### config.mk
export PLATFORM = sky130hd
export DESIGN_NAME = wildcard_to_regex_translator_unit
export DESIGN_NICKNAME = d
export VERILOG_FILES = /design/src/rtl/wtr_pkg.sv /design/src/rtl/wtr_bkt_mem.sv /design/src/rtl/wtr_seq.sv /design/src/rtl/wildcard_to_regex_translator_unit.sv
export VERILOG_INCLUDE_DIRS = /design/src /design/src/rtl
export SDC_FILE = /design/constraint.sdc
export NUM_CORES = 1
export LEC_CHECK = 0
export ABC_CLOCK_PERIOD_IN_PS = 9900
export BUFFER_PORTS_ARGS = -buffer_cell sky130_fd_sc_hd__buf_2
export CORE_MARGIN = 5
export CORE_UTILIZATION = 60
export CTS_BUF_LIST = sky130_fd_sc_hd__clkbuf_4 sky130_fd_sc_hd__clkbuf_8 sky130_fd_sc_hd__clkbuf_16
export CTS_CLUSTER_DIAMETER = 40
export DETAILED_ROUTE_END_ITERATION = 10
export PLACE_DENSITY_LB_ADDON = 0.15
export SLEW_MARGIN = 10
export SYNTH_ARGS = -nofsm -noshare
export SYNTH_HDL_FRONTEND = slang
export SYNTH_SLANG_ARGS = --single-unit
### constraint.sdc
create_clock -name clk -period 9.9 [get_ports clk]
set_input_delay 1.485 -clock clk [delete_from_list [all_inputs] [get_ports clk]]
set_output_delay 1.485 -clock clk [all_outputs]
set_load 0.05 [all_outputs]
### src/rtl/wildcard_to_regex_translator_unit_defines.svh
// ----------------------------------------------------------------------------
// wildcard_to_regex_translator_unit_defines
// assertion macros used by the translator sequencer rtl
// ----------------------------------------------------------------------------
`ifndef WILDCARD_TO_REGEX_TRANSLATOR_UNIT_DEFINES_SVH
`define WILDCARD_TO_REGEX_TRANSLATOR_UNIT_DEFINES_SVH
`ifndef ASSERT_OFF
`define WTR_ASSERT(lbl, prop, msg) \
  lbl: assert property (@(posedge clk) disable iff (!rst_n) (prop)) else $error(msg);
`define WTR_ASSERT_NEXT(lbl, ante, cons, msg) \
  lbl: assert property (@(posedge clk) disable iff (!rst_n) (ante) |=> (cons)) else $error(msg);
`else
`define WTR_ASSERT(lbl, prop, msg)
`define WTR_ASSERT_NEXT(lbl, ante, cons, msg)
`endif
`endif

### src/rtl/wtr_pkg.sv
// ----------------------------------------------------------------------------
// wtr_pkg
// shared types and character codes of the wildcard to regex translator
// ----------------------------------------------------------------------------
package wtr_pkg;

  localparam int BRACKET_DEPTH_DEF = 15;

  typedef logic [15:0] unit_t;

  typedef struct packed {
    unit_t unit;
    logic  run_last;
    logic  pattern_done;
    logic  overflow;
  } emit_t;

  localparam unit_t CH_BANG   = 16'h0021;
  localparam unit_t CH_DOLLAR = 16'h0024;
  localparam unit_t CH_LPAR   = 16'h0028;
  localparam unit_t CH_RPAR   = 16'h0029;
  localparam unit_t CH_STAR   = 16'h002A;
  localparam unit_t CH_PLUS   = 16'h002B;
  localparam unit_t CH_DOT    = 16'h002E;
  localparam unit_t CH_ZERO   = 16'h0030;
  localparam unit_t CH_QMARK  = 16'h003F;
  localparam unit_t CH_LBRK   = 16'h005B;
  localparam unit_t CH_BSL    = 16'h005C;
  localparam unit_t CH_RBRK   = 16'h005D;
  localparam unit_t CH_CARET  = 16'h005E;
  localparam unit_t CH_LBRACE = 16'h007B;
  localparam unit_t CH_BAR    = 16'h007C;
  localparam unit_t CH_RBRACE = 16'h007D;
  localparam unit_t CH_NUL    = 16'h0000;

  function automatic logic is_word(unit_t u);
    return ((u >= 16'h0041) && (u <= 16'h005A)) ||
           ((u >= 16'h0061) && (u <= 16'h007A)) ||
           ((u >= 16'h0030) && (u <= 16'h0039)) ||
           (u == 16'h005F);
  endfunction

endpackage

### src/rtl/wtr_bkt_mem.sv
// ----------------------------------------------------------------------------
// wtr_bkt_mem
// bracket class store, one write port and one registered read port
// ----------------------------------------------------------------------------
module wtr_bkt_mem #(
  parameter int  BRACKET_DEPTH = wtr_pkg::BRACKET_DEPTH_DEF,
  localparam int IW = (BRACKET_DEPTH > 1) ? $clog2(BRACKET_DEPTH) : 1
) (
  input  logic            clk,
  input  logic            we,
  input  logic [IW-1:0]   waddr,
  input  wtr_pkg::unit_t  wdata,
  input  logic            re,
  input  logic [IW-1:0]   raddr,
  output wtr_pkg::unit_t  rdata
);
  import wtr_pkg::*;

  unit_t mem_q [BRACKET_DEPTH];
  unit_t rdata_r;

  always_ff @(posedge clk) begin
    if (we) begin
      mem_q[waddr] <= wdata;
    end
  end

  always_ff @(posedge clk) begin
    if (re) begin
      rdata_r <= mem_q[raddr];
    end
  end

  assign rdata = rdata_r;

endmodule

### src/rtl/wtr_seq.sv
// ----------------------------------------------------------------------------
// wtr_seq
// decodes one pattern unit, writes the bracket store and sequences the
// result words, walking the store on a class release or an end-of-pattern flush
// ----------------------------------------------------------------------------
`include "wildcard_to_regex_translator_unit_defines.svh"

module wtr_seq #(
  parameter int  BRACKET_DEPTH = wtr_pkg::BRACKET_DEPTH_DEF,
  localparam int IW = (BRACKET_DEPTH > 1) ? $clog2(BRACKET_DEPTH) : 1,
  localparam int FW = $clog2(BRACKET_DEPTH + 1)
) (
  input  logic            clk,
  input  logic            rst_n,
  input  logic            in_valid,
  output logic            in_stall,
  input  wtr_pkg::unit_t  in_code_unit,
  input  logic            in_end_of_pattern,
  input  logic            out_free,
  output logic            emit_valid,
  output wtr_pkg::emit_t  emit,
  output logic            mem_we,
  output logic [IW-1:0]   mem_waddr,
  output wtr_pkg::unit_t  mem_wdata,
  output logic            mem_re,
  output logic [IW-1:0]   mem_raddr,
  input  wtr_pkg::unit_t  mem_rdata
);
  import wtr_pkg::*;

  localparam logic [FW-1:0] DEPTH_F = FW'(BRACKET_DEPTH);

  typedef enum logic [5:0] {
    S_IDLE = 6'b000001,
    S_PUSH = 6'b000010,
    S_FIX  = 6'b000100,
    S_RD   = 6'b001000,
    S_EMIT = 6'b010000,
    S_TAIL = 6'b100000
  } state_t;

  state_t        state_r, state_nxt;
  logic          esc_r, esc_nxt;
  logic          inb_r, inb_nxt;
  logic          jo_r, jo_nxt;
  logic          ovf_r, ovf_nxt;
  logic [FW-1:0] fill_r, fill_nxt;
  logic [FW-1:0] k_r, k_nxt;
  logic          half_r, half_nxt;
  logic          last_r, last_nxt;
  unit_t         fix_r [4];
  unit_t         fix_nxt [4];
  logic [2:0]    fix_n_r, fix_n_nxt;
  logic [1:0]    fix_i_r, fix_i_nxt;
  logic [1:0]    push_n_r, push_n_nxt;
  unit_t         push_val_r, push_val_nxt;
  logic          walk_r, walk_nxt;
  logic          flush_r, flush_nxt;
  logic          tail_r, tail_nxt;
  logic          close_r, close_nxt;

  // decode of the offered word
  unit_t      d_fix [4];
  logic [2:0] d_fix_n;
  logic [1:0] d_push_n;
  unit_t      d_push_val;
  logic       d_release;
  logic       d_open;
  logic       d_esc;
  unit_t      c;

  assign c = in_code_unit;

  always_comb begin
    for (int i = 0; i < 4; i++) begin
      d_fix[i] = CH_BSL;
    end
    d_fix_n    = 3'd0;
    d_push_n   = 2'd0;
    d_push_val = c;
    d_release  = 1'b0;
    d_open     = 1'b0;
    d_esc      = esc_r;
    if (inb_r) begin
      if (jo_r && (c == CH_BANG)) begin
        d_push_n   = 2'd1;
        d_push_val = CH_CARET;
      end else if (c == CH_RBRK) begin
        d_release = 1'b1;
      end else begin
        d_push_n = (c == CH_BSL) ? 2'd2 : 2'd1;
      end
    end else begin
      d_esc = 1'b0;
      unique case (c)
        CH_BSL: begin
          d_esc   = 1'b1;
          d_fix_n = {esc_r & in_end_of_pattern, esc_r ^ in_end_of_pattern, 1'b0};
        end
        CH_STAR: begin
          d_fix[0] = esc_r ? CH_BSL : CH_DOT;
          d_fix[1] = CH_STAR;
          d_fix_n  = 3'd2;
        end
        CH_QMARK: begin
          if (esc_r) begin
            d_fix[1] = CH_QMARK;
            d_fix_n  = 3'd2;
          end else begin
            d_fix[0] = CH_DOT;
            d_fix_n  = 3'd1;
          end
        end
        CH_DOLLAR, CH_LPAR, CH_RPAR, CH_PLUS, CH_DOT,
        CH_CARET, CH_LBRACE, CH_BAR, CH_RBRACE: begin
          if (esc_r) begin
            d_fix[3] = c;
            d_fix_n  = 3'd4;
          end else begin
            d_fix[1] = c;
            d_fix_n  = 3'd2;
          end
        end
        CH_LBRK: begin
          if (esc_r) begin
            d_fix[1] = CH_LBRK;
            d_fix_n  = 3'd2;
          end else begin
            d_open     = 1'b1;
            d_push_n   = 2'd1;
            d_push_val = CH_LBRK;
          end
        end
        CH_RBRK: begin
          if (esc_r) begin
            d_fix[1] = CH_RBRK;
            d_fix_n  = 3'd2;
          end else begin
            d_fix[0] = CH_RBRK;
            d_fix_n  = 3'd1;
          end
        end
        default: begin
          if (esc_r) begin
            d_fix[2] = c;
            d_fix_n  = 3'd3;
          end else begin
            d_fix[0] = c;
            d_fix_n  = 3'd1;
          end
        end
      endcase
    end
    if (in_end_of_pattern) begin
      d_esc = 1'b0;
    end
  end

  // sequencer
  logic  go_walk;
  logic  finish;
  logic  adv;
  logic  need_pre;
  logic  fix_end;
  logic  walk_end;
  unit_t walk_val;

  assign need_pre = flush_r && !is_word(mem_rdata) && !half_r;
  assign walk_val = (flush_r && (mem_rdata == CH_NUL)) ? CH_ZERO : mem_rdata;
  assign fix_end  = (({1'b0, fix_i_r} + 3'd1) == fix_n_r);
  assign walk_end = ((k_r + FW'(1)) == fill_r);

  always_comb begin
    state_nxt    = state_r;
    esc_nxt      = esc_r;
    inb_nxt      = inb_r;
    jo_nxt       = jo_r;
    ovf_nxt      = ovf_r;
    fill_nxt     = fill_r;
    k_nxt        = k_r;
    half_nxt     = half_r;
    last_nxt     = last_r;
    fix_nxt      = fix_r;
    fix_n_nxt    = fix_n_r;
    fix_i_nxt    = fix_i_r;
    push_n_nxt   = push_n_r;
    push_val_nxt = push_val_r;
    walk_nxt     = walk_r;
    flush_nxt    = flush_r;
    tail_nxt     = tail_r;
    close_nxt    = close_r;
    in_stall     = 1'b1;
    emit_valid   = 1'b0;
    emit         = '0;
    mem_we       = 1'b0;
    mem_waddr    = fill_r[IW-1:0];
    mem_wdata    = push_val_r;
    mem_re       = 1'b0;
    mem_raddr    = k_r[IW-1:0];
    go_walk      = 1'b0;
    finish       = 1'b0;
    adv          = 1'b0;

    unique case (state_r)
      S_IDLE: begin
        in_stall = 1'b0;
        if (in_valid) begin
          last_nxt     = in_end_of_pattern;
          fix_nxt      = d_fix;
          fix_n_nxt    = d_fix_n;
          fix_i_nxt    = 2'd0;
          push_n_nxt   = d_push_n;
          push_val_nxt = d_push_val;
          tail_nxt     = d_release;
          flush_nxt    = in_end_of_pattern & ((inb_r & ~d_release) | d_open);
          walk_nxt     = d_release | (in_end_of_pattern & ((inb_r & ~d_release) | d_open));
          close_nxt    = d_release | in_end_of_pattern;
          esc_nxt      = d_esc;
          inb_nxt      = ~in_end_of_pattern & ((inb_r & ~d_release) | d_open);
          jo_nxt       = ~in_end_of_pattern & d_open;
          if (d_open) begin
            fill_nxt = '0;
            ovf_nxt  = 1'b0;
          end
          state_nxt = S_PUSH;
        end
      end
      S_PUSH: begin
        if (push_n_r != 2'd0) begin
          push_n_nxt = push_n_r - 2'd1;
          if (fill_r < DEPTH_F) begin
            mem_we   = 1'b1;
            fill_nxt = fill_r + FW'(1);
          end else begin
            ovf_nxt = 1'b1;
          end
        end else if (fix_n_r != 3'd0) begin
          state_nxt = S_FIX;
        end else begin
          go_walk = 1'b1;
        end
      end
      S_FIX: begin
        if (out_free) begin
          emit_valid         = 1'b1;
          emit.unit          = fix_r[fix_i_r];
          emit.run_last      = fix_end & ~walk_r;
          emit.pattern_done  = fix_end & ~walk_r & last_r;
          emit.overflow      = walk_r & ovf_r;
          fix_i_nxt          = fix_i_r + 2'd1;
          go_walk            = fix_end;
        end
      end
      S_RD: begin
        mem_re    = 1'b1;
        half_nxt  = 1'b0;
        state_nxt = S_EMIT;
      end
      S_EMIT: begin
        if (out_free) begin
          emit_valid    = 1'b1;
          emit.overflow = ovf_r;
          if (need_pre) begin
            emit.unit = CH_BSL;
            half_nxt  = 1'b1;
          end else begin
            adv               = 1'b1;
            emit.unit         = walk_val;
            emit.run_last     = walk_end & ~tail_r;
            emit.pattern_done = walk_end & ~tail_r & last_r;
          end
        end
      end
      S_TAIL: begin
        if (out_free) begin
          emit_valid        = 1'b1;
          emit.unit         = CH_RBRK;
          emit.run_last     = 1'b1;
          emit.pattern_done = last_r;
          emit.overflow     = ovf_r;
          finish            = 1'b1;
        end
      end
      default: begin
        state_nxt = S_IDLE;
      end
    endcase

    if (adv) begin
      k_nxt = k_r + FW'(1);
      if (!walk_end) begin
        state_nxt = S_RD;
      end else if (tail_r) begin
        state_nxt = S_TAIL;
      end else begin
        finish = 1'b1;
      end
    end

    if (go_walk) begin
      if (walk_r && (fill_r != '0)) begin
        k_nxt     = '0;
        state_nxt = S_RD;
      end else if (tail_r) begin
        state_nxt = S_TAIL;
      end else begin
        finish = 1'b1;
      end
    end

    if (finish) begin
      state_nxt = S_IDLE;
      if (close_r) begin
        fill_nxt = '0;
        ovf_nxt  = 1'b0;
      end
    end
  end

  always_ff @(posedge clk) begin
    if (!rst_n) begin
      state_r  <= S_IDLE;
      esc_r    <= 1'b0;
      inb_r    <= 1'b0;
      jo_r     <= 1'b0;
      ovf_r    <= 1'b0;
      fill_r   <= '0;
      push_n_r <= 2'd0;
      fix_n_r  <= 3'd0;
      fix_i_r  <= 2'd0;
      walk_r   <= 1'b0;
      flush_r  <= 1'b0;
      tail_r   <= 1'b0;
      close_r  <= 1'b0;
      last_r   <= 1'b0;
      k_r      <= '0;
      half_r   <= 1'b0;
    end else begin
      state_r  <= state_nxt;
      esc_r    <= esc_nxt;
      inb_r    <= inb_nxt;
      jo_r     <= jo_nxt;
      ovf_r    <= ovf_nxt;
      fill_r   <= fill_nxt;
      push_n_r <= push_n_nxt;
      fix_n_r  <= fix_n_nxt;
      fix_i_r  <= fix_i_nxt;
      walk_r   <= walk_nxt;
      flush_r  <= flush_nxt;
      tail_r   <= tail_nxt;
      close_r  <= close_nxt;
      last_r   <= last_nxt;
      k_r      <= k_nxt;
      half_r   <= half_nxt;
    end
  end

  always_ff @(posedge clk) begin
    fix_r      <= fix_nxt;
    push_val_r <= push_val_nxt;
  end

  `WTR_ASSERT(a_fill_max, fill_r <= DEPTH_F, "bracket fill beyond depth")
  `WTR_ASSERT(a_we_room, mem_we |-> (fill_r < DEPTH_F), "store write without room")
  `WTR_ASSERT_NEXT(a_we_fill, mem_we, fill_r == ($past(fill_r) + FW'(1)), "fill not bumped")
  `WTR_ASSERT_NEXT(a_accept_busy, in_valid && !in_stall, state_r != S_IDLE, "idle after accept")
  `WTR_ASSERT(a_emit_free, emit_valid |-> out_free, "word emitted into a full output")
  `WTR_ASSERT(a_idle_closed, (state_r == S_IDLE && !inb_r) |-> (fill_r == '0 && !ovf_r),
              "bracket state left open")

endmodule

### src/rtl/wildcard_to_regex_translator_unit.sv
// ----------------------------------------------------------------------------
// wildcard_to_regex_translator_unit
// Takes a wildcard pattern one code unit per input word and returns the
// regular expression text one code unit per output word. Items are handled
// one at a time: an item is accepted, then makes its bracket store writes
// (a backslash inside a class writes twice), is dispatched and emits its
// result words. A class release or an end-of-pattern flush walks the bracket
// store through its single read port, reading each stored unit and then
// emitting it, with a backslash before a unit that is escaped on flush, and
// a release ends with the closing bracket. Output stalls hold the sequencer.
// The store needs no clearing after reset.
// ----------------------------------------------------------------------------
module wildcard_to_regex_translator_unit #(
  parameter int BRACKET_DEPTH = wtr_pkg::BRACKET_DEPTH_DEF
) (
  input  logic            clk,
  input  logic            rst_n,
  input  logic            in_valid,
  output logic            in_stall,
  input  wtr_pkg::unit_t  in_code_unit,
  input  logic            in_end_of_pattern,
  output logic            out_valid,
  input  logic            out_stall,
  output wtr_pkg::unit_t  out_unit,
  output logic            out_run_last,
  output logic            out_pattern_done,
  output logic            out_overflow
);
  import wtr_pkg::*;

  localparam int IW = (BRACKET_DEPTH > 1) ? $clog2(BRACKET_DEPTH) : 1;

  logic          out_free;
  logic          emit_valid;
  emit_t         emit;
  logic          mem_we;
  logic [IW-1:0] mem_waddr;
  unit_t         mem_wdata;
  logic          mem_re;
  logic [IW-1:0] mem_raddr;
  unit_t         mem_rdata;

  logic          out_valid_r;
  emit_t         out_word_r;

  wtr_seq #(
    .BRACKET_DEPTH (BRACKET_DEPTH)
  ) u_seq (
    .clk               (clk),
    .rst_n             (rst_n),
    .in_valid          (in_valid),
    .in_stall          (in_stall),
    .in_code_unit      (in_code_unit),
    .in_end_of_pattern (in_end_of_pattern),
    .out_free          (out_free),
    .emit_valid        (emit_valid),
    .emit              (emit),
    .mem_we            (mem_we),
    .mem_waddr         (mem_waddr),
    .mem_wdata         (mem_wdata),
    .mem_re            (mem_re),
    .mem_raddr         (mem_raddr),
    .mem_rdata         (mem_rdata)
  );

  wtr_bkt_mem #(
    .BRACKET_DEPTH (BRACKET_DEPTH)
  ) u_bkt_mem (
    .clk   (clk),
    .we    (mem_we),
    .waddr (mem_waddr),
    .wdata (mem_wdata),
    .re    (mem_re),
    .raddr (mem_raddr),
    .rdata (mem_rdata)
  );

  // output word register
  assign out_free = !out_valid_r || !out_stall;

  always_ff @(posedge clk) begin
    if (!rst_n) begin
      out_valid_r <= 1'b0;
    end else if (emit_valid) begin
      out_valid_r <= 1'b1;
    end else if (!out_stall) begin
      out_valid_r <= 1'b0;
    end
  end

  always_ff @(posedge clk) begin
    if (emit_valid) begin
      out_word_r <= emit;
    end
  end

  assign out_valid        = out_valid_r;
  assign out_unit         = out_word_r.unit;
  assign out_run_last     = out_word_r.run_last;
  assign out_pattern_done = out_word_r.pattern_done;
  assign out_overflow     = out_word_r.overflow;

endmodule

==> flow_metrics.tcl <==
set metrics [dict create \
    status "finished clean" \
    dieHeight_um 173.4 \
    synth-seq-area-share 0.7052 \
    worstSkewPairLatency_ns 0.55 \
    p_int_mw 2.939 \
    dieArea_um2 30070 \
    grt_pass1_wl_mm 51.76 \
    routed_wl_mm 34.00 \
    synth_ff_type "edfxtp_1" \
    place_inst 1318 \
    boundaryPins 42 \
    required_ns 10.18 \
    placementRows 59 \
    grt_use_total 0.2241 \
    drc 0 \
    synth-seq-cells 387 \
    cts_made_buffers 47 \
    slew_violations 0 \
    grt_max_degree 87 \
    synth-edff-count 355 \
    pwr-share-seq 0.506 \
    antenna_cells 0 \
    power_density_nw_per_um2 203.5 \
    cp-end-kind "flop" \
    hold_ws_ns 0.4610 \
    clockBufferDepth 3 \
    synth_area_um2 16020 \
    fin_skew_ns 0.02264 \
    wire_per_inst_um 24.18 \
    root_buffer "clkbuf_16" \
    syn_area_per_cell_um2 16.67 \
    final-hold-violation-count 0 \
    post-cts-setup-buffer-count 0 \
    rsz0062_at_grt "false" \
    cp_data_arrival_time_ns 3.98 \
    yosys_warnings 0 \
    die_width_um 173.4 \
    area_growth_pct 14.27 \
    post-route-util 0.6987 \
    dr.first_iter.drc_count 885 \
    first_pass_iters 7 \
    grt_pass1_vias 8743 \
    antenna_found_initial 0 \
    fill_cells 1687 \
    fin_crit_sh 0.3734 \
    final.setup.tns_ns 0 \
    drive_above_1_share 0.2484 \
    finish.net_count 1061 \
    synthArstFlopShare 0 \
    cts_resized 0 \
    dr_total_vias 8760 \
    yosysUniqueCellTypes 73 \
    swShare 0.2112 \
    postRouteAntennaNets 0 \
    path_class "in2reg" \
    postCtsHoldBufs 0 \
    cts.sinks 387 \
    core-area_um2 26210 \
    power_leakage_nw 5.848 \
    synthCells 961 \
    globalplace.congestion 0.8684 \
    slew_headroom 0.2515 \
    final_cells 1406 \
    grt_overflow_total 0 \
    ir_drop_uv 162.2 \
    comb_power_share 0.027 \
    period_needed_ns 3.697 \
    dpl.hpwl_mm 20.01 \
    cts.clk_slew.worst_paths_ns 0.05 \
    start_util 0.6115 \
    max_freq_mhz 270.5 \
    maxCapViolCount 0 \
    viasPerCell 6.230 \
    setup_viol 0 \
    worst_setup_path_start_kind "input pin" \
    power_switching_mw 0.7870 \
    htree_levels 2 \
    port_buffers 41 \
    cts_tree "done" \
    crit_fanout 14 \
    p_clk_frac 0.467 \
    max_slew.worst_pin.slew_ns 1.123 \
    hp-class "reg2reg" \
]
## worst max-delay path, cell delays in order
cell and delay, ns:
buf_2 0.12, or4_1 0.61, nor2_1 0.66, o21ai_1 0.35, o2111ai_1 0.27, nor3_1 0.24
and2_1 0.23
## area by class of cell
| class | count | area (um^2) | share of cell area |
|---|---|---|---|
| flip-flops and latches | 387 | 11310 | 0.6174 |
| inverters | 15 | 57.56 | 0.003143 |
| well taps | 335 | 419.2 | 0.02289 |
| clock inverters | 35 | 395.4 | 0.02159 |
| multi-input cells | 516 | 4527 | 0.2472 |
| clock buffers | 53 | 1221 | 0.06669 |
| repair buffers | 65 | 385.4 | 0.02105 |
## registers in the layout (all words and copies together) (netlist names), 2 cells and up
register,count
u_seq.mem_wdata,16
u_bkt_mem.mem_q,240
u_seq.state_r,6
u_seq.push_n_r,2
out_unit,16
u_seq.fix_i_r,2
u_seq.fix_n_r,3
u_seq.mem_waddr,4
u_seq.fix_r,64
u_seq.mem_raddr,4
u_bkt_mem.rdata,16
## stage by stage
stage | power, mW | setup WS, ns | instance area [um^2]
after CTS | 3.756 | 6.259 | 18310
after detailed placement | 2.017 | 5.703 | 16690
after floorplan | 1.975 | 6.381 | 16090
after global placement | 2.014 | 5.745 | 16690
final | 3.726 | 6.203 | 18310
after global routing | 3.844 | 6.016 | 18310
## final timing paths
| kind | startpoint | endpoint | slack (ns) | depth (start not counted) |
|---|---|---|---|---|
| worst max register to register | u_seq.state_r[2] | u_seq.close_r | 6.32 | 7 |
| worst min register to register | u_seq.last_r | u_seq.last_r | 0.46 | 2 |
| worst max-delay path | in_code_unit[9] | u_seq.fix_r[31] | 6.20 | 7 |
| worst min-delay path | u_seq.last_r | u_seq.last_r | 0.46 | 2 |
## routing by layer
metal / part of all wire / global-route usage
met2: 0.49 / 0.3679
met5: 0 / 0
met1: 0.43 / 0.3216
met4: 0.020 / 0.05820
met3: 0.060 / 0.03402
## cells by family after synthesis
logic type,synth area share
XOR/XNOR,0.007418
adder cells (fa/ha/maj),0.006247
AND/OR/NAND/NOR,0.08769
flip-flops,0.7052
multiplexers,0.1243
AO/OA/AOI/OAI,0.04904
buffers and inverters,0.01983
other,0.0002340
## power by group through the flow
stage          registers [mW]  logic, mW  clock network, mW
6_report                 1.89      0.101               1.74
5_1_grt                  1.89      0.109               1.84
4_1_cts                  1.89      0.100               1.77
3_5_place_dp             1.92     0.0994                  0
3_3_place_gp             1.92     0.0977                  0
2_1_floorplan            1.90     0.0752                  0
## placed cells by master (no fill, tap or decap), drive strengths merged, types with 4 or more instances in the layout
cell / netlist / routed
mux2i: 19 / 19
and2: 30 / 30
edfxtp: 355 / 355
nand2b: 21 / 21
nand2: 65 / 65
clkinv: 2 / 14
or3: 6 / 6
nor2: 35 / 35
mux4: 80 / 80
and3: 7 / 7
a22oi: 4 / 4
nand3b: 5 / 5
nor3b: 4 / 4
or4: 5 / 5
bufinv: 0 / 6
xnor2: 8 / 8
a22o: 10 / 10
dfxtp: 32 / 32
clkbuf: 44 / 53
a2bb2oi: 4 / 4
a21oi: 27 / 27
nor4: 9 / 9
or2: 4 / 4
clkinvlp: 0 / 9
and4: 4 / 4
conb: 1 / 18
nand4: 10 / 10
o21ai: 36 / 36
o22ai: 6 / 6
buf: 16 / 65
ha: 8 / 8
nor3: 19 / 19
nand3: 26 / 26
inv: 13 / 21
## cells in the mapped netlist, types with 4 or more instances
| cell type | number | area (um^2) |
|---|---|---|
| nor3_1 | 19 | 95.09 |
| and4_1 | 4 | 35.03 |
| o22ai_1 | 5 | 31.28 |
| a22o_1 | 10 | 87.58 |
| nand4_1 | 10 | 62.56 |
| ha_1 | 8 | 100.1 |
| mux4_2 | 80 | 1802 |
| nand3b_1 | 5 | 37.54 |
| inv_1 | 13 | 48.80 |
| buf_2 | 10 | 50.05 |
| or4_1 | 4 | 30.03 |
| nor2_1 | 35 | 131.4 |
| xnor2_1 | 8 | 70.07 |
| or3_1 | 5 | 31.28 |
| dfxtp_1 | 32 | 640.6 |
| nand3_1 | 25 | 125.1 |
| o21ai_0 | 34 | 170.2 |
| and3_1 | 7 | 43.79 |
| nand2b_1 | 21 | 131.4 |
| mux2i_1 | 19 | 190.2 |
| a21oi_1 | 27 | 135.1 |
| and2_1 | 30 | 187.7 |
| clkbuf_1 | 44 | 165.2 |
| edfxtp_1 | 355 | 10660 |
| a22oi_1 | 4 | 30.03 |
| nor4_1 | 9 | 56.30 |
| nand2_1 | 65 | 244.0 |
Note: power is estimated with default switching activity, not from simulation.
